===== config.mk =====
export PLATFORM = sky130hd
export DESIGN_NAME = edit_distance_best_match
export DESIGN_NICKNAME = d
export VERILOG_FILES = /design/src/design/edbm_pkg.sv /design/src/design/edbm_cell.sv /design/src/design/edbm_ctrl.sv /design/src/design/edit_distance_best_match.sv
export SDC_FILE = /design/constraint.sdc
export NUM_CORES = 2
export LEC_CHECK = 0
export BUFFER_PORTS_ARGS = -buffer_cell sky130_fd_sc_hd__buf_2
export CORE_ASPECT_RATIO = 1.1
export CORE_MARGIN = 4
export CORE_UTILIZATION = 45
export DETAILED_ROUTE_END_ITERATION = 8
export PLACE_DENSITY_LB_ADDON = 0.2
export REMOVE_ABC_BUFFERS = 1
export SLEW_MARGIN = 20
export SYNTH_ARGS = -nofsm -noshare
export SYNTH_HDL_FRONTEND = slang
export SYNTH_SLANG_ARGS = --single-unit

===== constraint.sdc =====
create_clock -name clk_i -period 5.34 [get_ports clk_i]
set_clock_uncertainty 0.05 [all_clocks]
set_input_delay 0.267 -clock clk_i [delete_from_list [all_inputs] [get_ports clk_i]]
set_output_delay 0.267 -clock clk_i [all_outputs]
set_load 0.02 [all_outputs]

===== src/design/edbm_pkg.sv =====
package edbm_pkg;

  localparam int unsigned QUERY_MAX = 32;
  localparam int unsigned CHAR_W    = 8;
  localparam int unsigned DIST_W    = 6;
  localparam int unsigned IDX_W     = 16;
  localparam int unsigned CFG_W     = 64;
  localparam int unsigned CFG_IDX_W = 3;
  localparam int unsigned QUERY_W   = QUERY_MAX * CHAR_W;
  localparam int unsigned OUT_W     = 48;

  localparam logic [DIST_W-1:0] TAG_MAX      = DIST_W'(QUERY_MAX);
  localparam logic [DIST_W-1:0] DEF_MAX_DIST = DIST_W'(2);
  localparam logic [IDX_W-1:0]  ENTRY_LAST   = '1;

  localparam logic OP_CHAR    = 1'b0;
  localparam logic OP_END     = 1'b1;
  localparam logic KIND_ENTRY = 1'b0;
  localparam logic KIND_END   = 1'b1;

  typedef enum logic [CFG_IDX_W-1:0] {
    CFG_QUERY0,
    CFG_QUERY1,
    CFG_QUERY2,
    CFG_QUERY3,
    CFG_QLEN,
    CFG_MAXD
  } cfg_idx_e;

  typedef enum logic {
    ST_IDLE,
    ST_RUN
  } state_e;

  // wavefront token passed from one column cell to the next
  typedef struct packed {
    logic              go;
    logic [DIST_W-1:0] cur;   // updated value of the left column
    logic [DIST_W-1:0] prev;  // value of the left column before the update
  } wave_t;

  function automatic logic [CHAR_W-1:0] to_lower(input logic [CHAR_W-1:0] c);
    logic [CHAR_W-1:0] r;
    r = c;
    if (c >= 8'h41 && c <= 8'h5A) begin
      r = c + 8'h20;
    end
    return r;
  endfunction

endpackage


===== src/design/edbm_cell.sv =====
module edbm_cell (
  input  logic                          clk_i,
  input  logic                          rst_ni,
  input  logic                          clear_i,
  input  logic [edbm_pkg::DIST_W-1:0]   init_i,
  input  logic [edbm_pkg::CHAR_W-1:0]   tag_char_i,
  input  logic [edbm_pkg::CHAR_W-1:0]   query_char_i,
  input  edbm_pkg::wave_t               wave_i,
  output edbm_pkg::wave_t               wave_o,
  output logic [edbm_pkg::DIST_W-1:0]   dp_o
);
  import edbm_pkg::*;

  logic              valid_q, valid_d;
  logic [DIST_W-1:0] dp_q, dp_d;
  logic [DIST_W-1:0] cand_diag, cand_up, cand_left, best;
  wave_t             wave_q, wave_d;

  // an unwritten column reads as its index
  assign dp_o = valid_q ? dp_q : init_i;

  always_comb begin
    cand_diag = wave_i.prev + ((tag_char_i != query_char_i) ? DIST_W'(1) : DIST_W'(0));
    cand_up   = dp_o + DIST_W'(1);
    cand_left = wave_i.cur + DIST_W'(1);
    best      = cand_diag;
    if (cand_up < best) begin
      best = cand_up;
    end
    if (cand_left < best) begin
      best = cand_left;
    end

    valid_d     = valid_q;
    dp_d        = dp_q;
    wave_d.go   = 1'b0;
    wave_d.cur  = best;
    wave_d.prev = dp_o;
    if (clear_i) begin
      valid_d = 1'b0;
    end else if (wave_i.go) begin
      valid_d   = 1'b1;
      dp_d      = best;
      wave_d.go = 1'b1;
    end
  end

  always_ff @(posedge clk_i or negedge rst_ni) begin
    if (!rst_ni) begin
      valid_q <= 1'b0;
      wave_q  <= '0;
    end else begin
      valid_q <= valid_d;
      wave_q  <= wave_d;
    end
  end

  always_ff @(posedge clk_i) begin
    dp_q <= dp_d;
  end

  assign wave_o = wave_q;

endmodule


===== src/design/edbm_ctrl.sv =====
module edbm_ctrl (
  input  logic                             clk_i,
  input  logic                             rst_ni,
  input  logic                             start_i,
  input  logic                             done_i,
  input  logic                             out_valid_i,
  input  logic                             out_ready_i,
  output logic                             in_ready_o,
  output edbm_pkg::state_e                 state_o
);
  import edbm_pkg::*;

  state_e state_q, state_d;

  always_comb begin
    state_d = state_q;
    case (state_q)
      ST_IDLE: begin
        if (start_i) begin
          state_d = ST_RUN;
        end
      end
      ST_RUN: begin
        if (done_i) begin
          state_d = ST_IDLE;
        end
      end
      default: state_d = ST_IDLE;
    endcase
  end

  always_comb begin
    in_ready_o = 1'b0;
    case (state_q)
      ST_IDLE: in_ready_o = !out_valid_i || out_ready_i;
      ST_RUN:  in_ready_o = 1'b0;
      default: in_ready_o = 1'b0;
    endcase
  end

  always_ff @(posedge clk_i or negedge rst_ni) begin
    if (!rst_ni) begin
      state_q <= ST_IDLE;
    end else begin
      state_q <= state_d;
    end
  end

  assign state_o = state_q;

endmodule


===== src/design/edit_distance_best_match.sv =====
// Tag character inside the 32-character limit: ready stays low at least until the
// update has rippled through the 32 column cells, one cell per cycle.
// End-of-table and over-length characters bypass the cells. A result is registered at the
// edge that finishes its request and appears on the master side in the next cycle.
// Reset: no request pending, query and length cleared, threshold 2, row at 0..32,
// entry count and best match cleared.
module edit_distance_best_match (
  input  logic                              clk_i,
  input  logic                              rst_ni,
  input  logic                              cfg_we_i,
  input  logic [edbm_pkg::CFG_IDX_W-1:0]    cfg_idx_i,
  input  logic [edbm_pkg::CFG_W-1:0]        cfg_data_i,
  input  logic                              s_axis_tvalid,
  output logic                              s_axis_tready,
  input  logic [7:0]                        s_axis_tdata,   // tag_char
  input  logic                              s_axis_tuser,   // op
  input  logic                              s_axis_tlast,
  output logic                              m_axis_tvalid,
  input  logic                              m_axis_tready,
  // entry_index[15:0], distance[21:16], tag_too_long[22], best_found[23],
  // best_index[39:24], best_distance[45:40], zero[47:46]
  output logic [edbm_pkg::OUT_W-1:0]        m_axis_tdata,
  output logic                              m_axis_tuser    // kind
);
  import edbm_pkg::*;

  logic [QUERY_W-1:0] query_q;
  logic [DIST_W-1:0]  qlen_q, maxd_q;

  state_e             state;
  logic               accept, start, done;
  logic               cells_clear;

  logic               start_q, start_d;
  logic [CHAR_W-1:0]  char_q, char_d;
  logic               last_q, last_d;
  logic [DIST_W-1:0]  tag_len_q, tag_len_d;
  logic               too_long_q, too_long_d;
  logic [IDX_W-1:0]   entry_q, entry_d;
  logic               best_valid_q, best_valid_d;
  logic [DIST_W-1:0]  best_dist_q, best_dist_d;
  logic [IDX_W-1:0]   best_idx_q, best_idx_d;
  logic               out_valid_q, out_valid_d;
  logic               out_kind_q, out_kind_d;
  logic [OUT_W-1:0]   out_data_q, out_data_d;

  wave_t              wave [QUERY_MAX+1];
  logic [DIST_W-1:0]  dp_all [QUERY_MAX+1];
  logic [DIST_W-1:0]  m_idx, dist_sel;

  // configuration
  always_ff @(posedge clk_i or negedge rst_ni) begin
    if (!rst_ni) begin
      query_q <= '0;
      qlen_q  <= '0;
      maxd_q  <= DEF_MAX_DIST;
    end else if (cfg_we_i) begin
      case (cfg_idx_e'(cfg_idx_i))
        CFG_QUERY0: query_q[0*CFG_W +: CFG_W] <= cfg_data_i;
        CFG_QUERY1: query_q[1*CFG_W +: CFG_W] <= cfg_data_i;
        CFG_QUERY2: query_q[2*CFG_W +: CFG_W] <= cfg_data_i;
        CFG_QUERY3: query_q[3*CFG_W +: CFG_W] <= cfg_data_i;
        CFG_QLEN:   qlen_q <= cfg_data_i[DIST_W-1:0];
        CFG_MAXD:   maxd_q <= cfg_data_i[DIST_W-1:0];
        default: ;
      endcase
    end
  end

  assign accept = s_axis_tvalid && s_axis_tready;
  assign start  = accept && (s_axis_tuser == OP_CHAR) && !too_long_q && (tag_len_q < TAG_MAX);
  assign done   = (state == ST_RUN) && wave[QUERY_MAX].go;

  edbm_ctrl u_ctrl (
    .clk_i       (clk_i),
    .rst_ni      (rst_ni),
    .start_i     (start),
    .done_i      (done),
    .out_valid_i (out_valid_q),
    .out_ready_i (m_axis_tready),
    .in_ready_o  (s_axis_tready),
    .state_o     (state)
  );

  // column zero always equals the tag length
  assign wave[0] = '{go: start_q, cur: tag_len_q, prev: tag_len_q - DIST_W'(1)};
  assign dp_all[0] = tag_len_q;

  for (genvar j = 1; j <= QUERY_MAX; j++) begin : g_cell
    edbm_cell u_cell (
      .clk_i        (clk_i),
      .rst_ni       (rst_ni),
      .clear_i      (cells_clear),
      .init_i       (DIST_W'(j)),
      .tag_char_i   (char_q),
      .query_char_i (to_lower(query_q[(j-1)*CHAR_W +: CHAR_W])),
      .wave_i       (wave[j-1]),
      .wave_o       (wave[j]),
      .dp_o         (dp_all[j])
    );
  end

  assign m_idx    = (qlen_q > TAG_MAX) ? TAG_MAX : qlen_q;
  assign dist_sel = dp_all[m_idx];

  always_comb begin
    logic              emit, emit_kind, emit_tl, fin_entry, clr_tag, clr_tab;
    logic [DIST_W-1:0] emit_dist;
    logic              found;

    emit      = 1'b0;
    emit_kind = KIND_ENTRY;
    emit_tl   = 1'b0;
    emit_dist = '0;
    fin_entry = 1'b0;
    clr_tag   = 1'b0;
    clr_tab   = 1'b0;
    found     = 1'b0;

    start_d      = start;
    char_d       = char_q;
    last_d       = last_q;
    tag_len_d    = tag_len_q;
    too_long_d   = too_long_q;
    entry_d      = entry_q;
    best_valid_d = best_valid_q;
    best_dist_d  = best_dist_q;
    best_idx_d   = best_idx_q;
    out_valid_d  = out_valid_q && !m_axis_tready;
    out_kind_d   = out_kind_q;
    out_data_d   = out_data_q;

    if (accept) begin
      if (s_axis_tuser == OP_END) begin
        emit      = 1'b1;
        emit_kind = KIND_END;
        clr_tab   = 1'b1;
      end else if (too_long_q || tag_len_q >= TAG_MAX) begin
        too_long_d = 1'b1;
        if (s_axis_tlast) begin
          emit      = 1'b1;
          emit_tl   = 1'b1;
          fin_entry = 1'b1;
        end
      end else begin
        char_d    = to_lower(s_axis_tdata);
        last_d    = s_axis_tlast;
        tag_len_d = tag_len_q + DIST_W'(1);
      end
    end

    if (done && last_q) begin
      emit      = 1'b1;
      emit_dist = dist_sel;
      fin_entry = 1'b1;
      if (!best_valid_q || dist_sel < best_dist_q) begin
        best_valid_d = 1'b1;
        best_dist_d  = dist_sel;
        best_idx_d   = entry_q;
      end
    end

    if (emit) begin
      found       = best_valid_d && (best_dist_d <= maxd_q);
      out_valid_d = 1'b1;
      out_kind_d  = emit_kind;
      out_data_d  = {2'b00, best_dist_d, best_idx_d, found, emit_tl, emit_dist, entry_q};
    end

    if (fin_entry) begin
      clr_tag = 1'b1;
      if (entry_q != ENTRY_LAST) begin
        entry_d = entry_q + IDX_W'(1);
      end
    end

    if (clr_tag || clr_tab) begin
      tag_len_d  = '0;
      too_long_d = 1'b0;
    end
    if (clr_tab) begin
      entry_d      = '0;
      best_valid_d = 1'b0;
      best_dist_d  = '0;
      best_idx_d   = '0;
    end

    cells_clear = clr_tag || clr_tab;
  end

  always_ff @(posedge clk_i or negedge rst_ni) begin
    if (!rst_ni) begin
      start_q      <= 1'b0;
      tag_len_q    <= '0;
      too_long_q   <= 1'b0;
      entry_q      <= '0;
      best_valid_q <= 1'b0;
      best_dist_q  <= '0;
      best_idx_q   <= '0;
      out_valid_q  <= 1'b0;
    end else begin
      start_q      <= start_d;
      tag_len_q    <= tag_len_d;
      too_long_q   <= too_long_d;
      entry_q      <= entry_d;
      best_valid_q <= best_valid_d;
      best_dist_q  <= best_dist_d;
      best_idx_q   <= best_idx_d;
      out_valid_q  <= out_valid_d;
    end
  end

  always_ff @(posedge clk_i) begin
    char_q     <= char_d;
    last_q     <= last_d;
    out_kind_q <= out_kind_d;
    out_data_q <= out_data_d;
  end

  assign m_axis_tvalid = out_valid_q;
  assign m_axis_tuser  = out_kind_q;
  assign m_axis_tdata  = out_data_q;

endmodule

After elaboration in Yosys (flattened, before gate mapping)
Index checks and enable logic that the tools add are counted.
Widths: inputs -> output; s select.
- add/subtract/negate cells: 131
- $lt $le $gt $ge: 136
- equality and inequality tests: 40
- muxes and demuxes: 329
- bitwise gates (word level): 5
- reduce and logical (&&, ||, !) cells: 128
- operators with widths (operator ; number):
    $mux 6 ; 106
    $lt 6x6->1 ; 65
    $add 6x1->6 const B ; 64
    $add 8x6->8 const B ; 33
    $ge 8x7->1 const B ; 33
    $le 8x7->1 const B ; 33
    $mux 8 ; 33
    $ne 8x8->1 ; 32
    $add 6x6->6 ; 32
    $mux 1 ; 181
    $mux 16 ; 6
    $reduce_and 2->1 ; 39
    $reduce_bool 2->1 ; 36
    $logic_and 1x1->1 ; 41
    $bmux 6 s6 ; 1
    $add 16x1->16 const B ; 1
    $ne 16x16->1 const B ; 1
    $reduce_and 3->1 ; 3
    $ge 7x7->1 const B ; 1
    $not 6->7 ; 1
    $eq 3x2->1 const B ; 2
    $eq 3x3->1 const B ; 2
    $ge 6x6->1 const B ; 1
    $gt 6x6->1 const B ; 1
    11 further kinds ; 21
- register bits: 1001
- bits of input ports: 82
- output and inout bits: 51
- logic and storage cells: 947

Logic depth before layout (Yosys ltp)
- depth in word-level cells: 12
- depth in mapped cells: 28
- depth with buffers taken out: 26

By module
Synthesis repeated with hierarchy kept, for this count alone.
- cell total of the unflattened synthesis: 6012
- area total of the unflattened synthesis: 67602.3 µm²
- by module, submodules not included (module ; times used ; cells an instance ; area an instance (µm²) ; seq. area each (µm²)):
    edbm_cell (g_cell[21].u_cell ...) ; 19 ; 143 ; 1554.0 ; 530.5
    edit_distance_best_match ; 1 ; 1455 ; 18625.4 ; 9590.4
    edbm_cell (g_cell[10].u_cell ...) ; 12 ; 141 ; 1487.7 ; 530.5
    edbm_cell (g_cell[8].u_cell) ; 1 ; 143 ; 1551.5 ; 530.5
    edbm_ctrl ; 1 ; 5 ; 47.5 ; 25.0

Least setup slack after synthesis
OpenSTA, ideal clock, no wires.
- path kind: flip-flop to flip-flop
- from: reg char_q[0]
- to: reg g_cell[11].u_cell.dp_q[2] (data pin)
- library setup time: 263 ps
- arrival: 5475 ps
- required time: 5027 ps
- path slack: -447 ps
- cell stages (with the launch flop): 22
- buffers on the path: 3
- period minus slack after synthesis: 5787 ps
- cells stage by stage: edfxtp_1 -> clkbuf_1 -> clkbuf_1 -> buf_1 -> xnor2_1 -> nand3_1 -> nor3_1 -> o211ai_1 -> ha_1 -> ha_1 -> xor2_1 -> inv_1 -> ha_1 -> o21a_1 -> o31a_1 -> o41ai_4 -> mux2_2 -> ha_1 -> and4_1 -> a221o_1 -> a31oi_1 -> mux2_2
- word-level cells in the longest chain between the ends: 7
- RTL lines (item ; RTL line ; source):
    from (decl) ; edit_distance_best_match.sv:35 ; logic [CHAR_W-1:0] char_q, char_d;
    from (signal assigned) ; edit_distance_best_match.sv:214 ; char_q <= char_d;
    $ne 8x8->1 * ; edbm_cell.sv:23 ; cand_diag = wave_i.prev + ((tag_char_i != query_char_i) ? DIST_W'(1) : DIST_W'(0));
    $mux 1 * ; edbm_cell.sv:23 ;
    $add 6x6->6 * ; edbm_cell.sv:23 ;
    $lt 6x6->1 ; edbm_cell.sv:27 ; if (cand_up < best) begin
    $mux 6 * ; edbm_cell.sv:27 ;
    $lt 6x6->1 ; edbm_cell.sv:30 ; if (cand_left < best) begin
    $mux 6 * ; edbm_cell.sv:30 ;
    named net g_cell[11].u_cell.best[2] ; edbm_cell.sv:16 ; logic [DIST_W-1:0] cand_diag, cand_up, cand_left, best;
    to (signal assigned) ; edbm_cell.sv:59 ; dp_q <= dp_d;
    to (decl) ; edbm_cell.sv:15 ; logic [DIST_W-1:0] dp_q, dp_d;
Mark *: on every way through the listed nets, which the timed path passes. The rest lies on a longest branch.
A chain may end at the register's enable or synchronous reset.

Final worst setup path
- from: reg query_q[2]
- to: reg g_cell[1].u_cell.dp_q[2] (data pin)
- word-level cells in the longest chain between the ends: 10
- elaborated cells on any way between the ends: 12
- those cells by class: 2 x add/sub; 4 x order compare; 1 x eq/ne; 4 x mux; 1 x reduce/logical
- RTL lines (item ; RTL line ; source):
    from (decl) ; edit_distance_best_match.sv:27 ; logic [QUERY_W-1:0] query_q;
    from (signal, indexed assignment) ; edit_distance_best_match.sv:59 ; CFG_QUERY0: query_q[0*CFG_W +: CFG_W] <= cfg_data_i;
    from (signal, indexed assignment) ; edit_distance_best_match.sv:60 ; CFG_QUERY1: query_q[1*CFG_W +: CFG_W] <= cfg_data_i;
    from (signal, indexed assignment) ; edit_distance_best_match.sv:61 ; CFG_QUERY2: query_q[2*CFG_W +: CFG_W] <= cfg_data_i;
    $ge 8x7->1 or $le 8x7->1 (tied branches) ; edbm_pkg.sv:45 ; if (c >= 8'h41 && c <= 8'h5A) begin
    $logic_and 1x1->1 ; edbm_pkg.sv:45 ;
    $mux 8 * ; edbm_pkg.sv:45 ;
    $ne 8x8->1 * ; edbm_cell.sv:23 ;
    $mux 1 * ; edbm_cell.sv:23 ;
    $add 6x6->6 * ; edbm_cell.sv:23 ;
    $lt 6x6->1 ; edbm_cell.sv:27 ;
    $mux 6 * ; edbm_cell.sv:27 ;
    $lt 6x6->1 ; edbm_cell.sv:30 ;
    $mux 6 * ; edbm_cell.sv:30 ;
    named net g_cell[1].u_cell.best[2] ; edbm_cell.sv:16 ;
    to (signal assigned) ; edbm_cell.sv:59 ;
    to (decl) ; edbm_cell.sv:15 ;
Marked as above.

==> flow_summary_export.csv <==
group,metric,value,unit
pwr,vdd_drop_max,0.4155,mV
routing,vias,43100,
pwr,total_power,22.36,mW
pwr,leakagePower,32.22,nW
worst_setup_path,crit_buf_inv,4,
routing,vias_per_cell,5.446,
routing,drc,0,
synthesis,synth_edf_count,248,
synthesis,synth_flop_cell,"dfrtp_1",
clock_network,numCtsBuffers,111,
sta,period_needed,5.389,ns
routing,ant_nets,0,
worst_setup_path,arrival,5.89,ns
sta,rsz0062_at_grt,"true",
die,core_area,0.1303,mm^2
clock_network,cts-root-buf,"clkbuf_16",
worst_setup_path,cpMaxStageDelayCell,"or3_4",
routing,wl_per_cell,20.32,um
clock_network,cts_max_level,3,
sta,fin_ws,-0.04938,ns
finish,area_delta_synth_final,26.02,%
status,violations,"negative setup slack",
synthesis,syn_area,0.05895,mm^2
worst_setup_path,critPathKind,"reg2reg",
synthesis,ys_warn_count,0,
finish,num-fill-cells,10770,
worst_setup_path,worstPathRequired,5.84,ns
clock_network,clockBufferDepth,3,
sta,setup_violations,12,
worst_setup_path,crit_path_end_kind,"flop",
grt,grt_pass1_vias,43600,
routing,first_pass_iters,5,
placed_design,dp_slack,-0.5526,ns
die,dieHeight,387.6,um
clock_network,clkSlewWorstSetupHoldPaths,0.06,ns
placed_design,dp.final_hpwl,117900,um
synthesis,syn_area_per_cell,11.05,um^2
sta,finalHoldViolCount,0,
synthesis,synth_cell_types,80,
sta,fmax,185.6,MHz
grt,antenna_found_initial,5,
synthesis,synth-async-reset-ratio,75.22,%
min_path,hold_path_class,"in2reg",
die,rows,139,
sta,period_share,100.9,%
pwr,power-per-cell-area,301.1,mW/mm^2
grt,track_usage,22.63,%
flow_run,maxCapViolCount,0,
sta,maxSlewViolCount,0,
synthesis,synthCells,5334,
worst_setup_path,worstPathMaxFanout,6,
finish,nNetsFinal,6698,
die,initial_core_util,45.25,%
routing,finalWirelength,160900,um
finish,drive_gt1_share,30.03,%
die,die_w,353.1,um
worst_setup_path,cpMostUsedCell,"ha_4",
die,die_area,0.1369,mm^2
worst_setup_path,critPathLaunchType,"flop",
placed_design,routabilityCongestion,0.9178,
routing,first_iter_violations,2556,
status,status,"finished with violations",
placed_design,io_buffer_count,130,
sta,slew_headroom,31.42,%
grt,grt_pass1_wl,245000,um
clock_network,cts_tree,"built",
clock_network,clk_latency,0.73,ns
clock_network,cts.sinks,1001,
worst_setup_path,max_stage_delay,0.40,ns
synthesis,yosysSeqAreaShare,44.60,%
synthesis,synth-seq-cells,1001,
worst_setup_path,crit_family,"compound AO/OA/AOI/OAI gates",
grt,grt-ovfl-total,0,
sta,timing_worst_slew_pin_value,1.029,ns
sta,finalSetupTns,-0.3437,ns
die,io_pins,133,
grt,grt_max_degree,124,
## worst reg2reg max path: cells and delay by family (launching register included)
family	cells	cell delay, ns
flip-flops	1	0.38
multiplexers	3	0.75
AND/OR/NAND/NOR	3	0.73
AO/OA/AOI/OAI	9	1.38
buffers and inverters	4	0.58
XOR/XNOR	2	0.25
adder cells (fa/ha/maj)	5	1.10
## layer usage
metal / up-vias / track usage, % / wire, um
met1: 21620 / 29.67 / 69200
met4: 0 / 6.501 / 5375
met2: 741 / 39.25 / 78980
li1: 20500 / - / -
met5: - / 0 / 0
met3: 241 / 3.076 / 7291
## cell type report
type	instances	area (um^2)	area share [%]
multi-input cells	3851	34410	46.33
clock inverters	61	645.6	0.8692
inverters	349	1313	1.767
repair buffers	809	6386	8.597
clock buffers	147	3098	4.171
well taps	1692	2117	2.850
flip-flops and latches	1001	26300	35.40
diodes	4	10.01	0.01348
## report_power, final
part / switching [mW] / total (mW) / internal (mW) / leakage, nW
combinational: 2.55 / 5.48 / 2.93 / 19.1
sequential: 0.593 / 9.07 / 8.47 / 11.3
clock: 3.24 / 7.82 / 4.58 / 1.83
## logic make-up (layout without fill, tap and decap cells)
family          Yosys count  in the layout  share of synthesized area [%]
compound gates          681            684                          7.616
xor+xnor                651            651                          9.673
fa+ha+maj               494            494                          10.48
buf+inv                 487           1366                          3.263
flops                  1001           1001                          44.60
mux                     619            619                          12.29
other cells               1              6                       0.006362
simple gates           1400           1401                          12.07
## placed cells by master (no fill, tap or decap), types with 42 or more instances in the layout
cell,Yosys,layout
and3_1,82,74
dfrtp_1,752,748
o21ai_0,167,74
nand2b_1,103,100
dlygate4sd3_1,0,79
mux2i_2,0,73
clkbuf_16,0,117
mux4_2,48,48
nor2b_1,64,59
edfxtp_1,248,248
buf_4,6,537
a21oi_2,13,55
buf_6,2,42
o21ai_1,10,62
a21oi_1,164,119
inv_1,347,345
xnor2_1,337,327
mux2i_1,254,137
nand3_1,303,271
nor2_1,238,221
mux2i_4,0,44
mux2_2,304,291
nand2_1,295,289
ha_1,493,403
buf_2,23,129
a21o_1,73,71
xor2_1,314,274
and2_1,125,123
ha_4,0,56
## what timing repair did
item | 4_1_cts | 5_1_grt
cloned | 1 | 5
setup buffers | 37 | 81
gates resized for setup | 209 | 631
hold buffers | 79 | 0
endpoints found under the hold margin | 371 | 0
pin swaps | 53 | 210
endpoints found under the setup margin | 238 | 372
## flip-flops by register name, indices dropped and copies added (netlist names)
register	flops
g_cell.u_cell.wave_o	404
u_ctrl.state_o	1
best_idx_q	16
qlen_q	6
start_q	1
too_long_q	1
entry_q	16
g_cell.u_cell.valid_q	32
g_cell.u_cell.dp_q	192
query_q	256
m_axis_tuser	1
last_q	1
char_q	8
m_axis_tvalid	1
tag_len_q	6
best_dist_q	6
maxd_q	6
best_valid_q	1
m_axis_tdata	46
## Yosys cell counts (11+ instances only)
cell type,number,share of area [%]
dfrtp_1,752,32
ha_1,493,10
inv_1,347,2.2
xnor2_1,337,5.0
xor2_1,314,4.7
mux2_2,304,5.8
nand3_1,303,2.6
nand2_1,295,1.9
mux2i_1,254,4.3
edfxtp_1,248,13
nor2_1,238,1.5
o21ai_0,167,1.4
a21oi_1,164,1.4
and2_1,125,1.3
nand2b_1,103,1.1
clkbuf_1,85,0.54
and3_1,82,0.87
a21o_1,73,0.93
nor2b_1,64,0.68
mux4_2,48,1.8
or3_1,47,0.50
nor3_1,40,0.34
a31oi_1,34,0.36
nor4_1,34,0.36
o311ai_0,27,0.40
o211ai_1,26,0.33
o21a_1,24,0.31
buf_2,23,0.20
a31o_2,22,0.33
o2111ai_1,22,0.33
buf_1,19,0.12
a21boi_0,15,0.19
a22o_1,14,0.21
a21oi_2,13,0.19
and4_1,13,0.19
mux2_4,13,0.33
nand4_1,13,0.14
a211oi_1,11,0.14
## path summary, 6_finish.rpt
path                       cells past startpoint                          to                         start  slack, ns
max in group asynchronous                      3  g_cell[3].u_cell.wave_o[8]                        rst_ni       3.80
min in group asynchronous                      2                query_q[191]                        rst_ni       0.14
hold reg to reg                                2   g_cell[15].u_cell.valid_q  g_cell[14].u_cell.wave_o[12]       0.43
hold / removal                                 5                   qlen_q[3]                  cfg_idx_i[2]       0.07
setup / recovery                              26    g_cell[1].u_cell.dp_q[2]                    query_q[2]      -0.05
setup reg to reg                              26    g_cell[1].u_cell.dp_q[2]                    query_q[2]      -0.05
## per-stage QoR
step	cells	util [%]	hold slack (ns)	area [um^2]
global route	7910	57.02	0.08106	74270
floorplan	5197	-	-0.07859	58340
detailed placement	7503	49.91	0.3380	65020
finish	7914	57.02	0.07015	74280
CTS	7828	54.20	0.01268	70600
global placement	7503	49.91	0.3367	65020
Power figures use the tool's default switching activity.
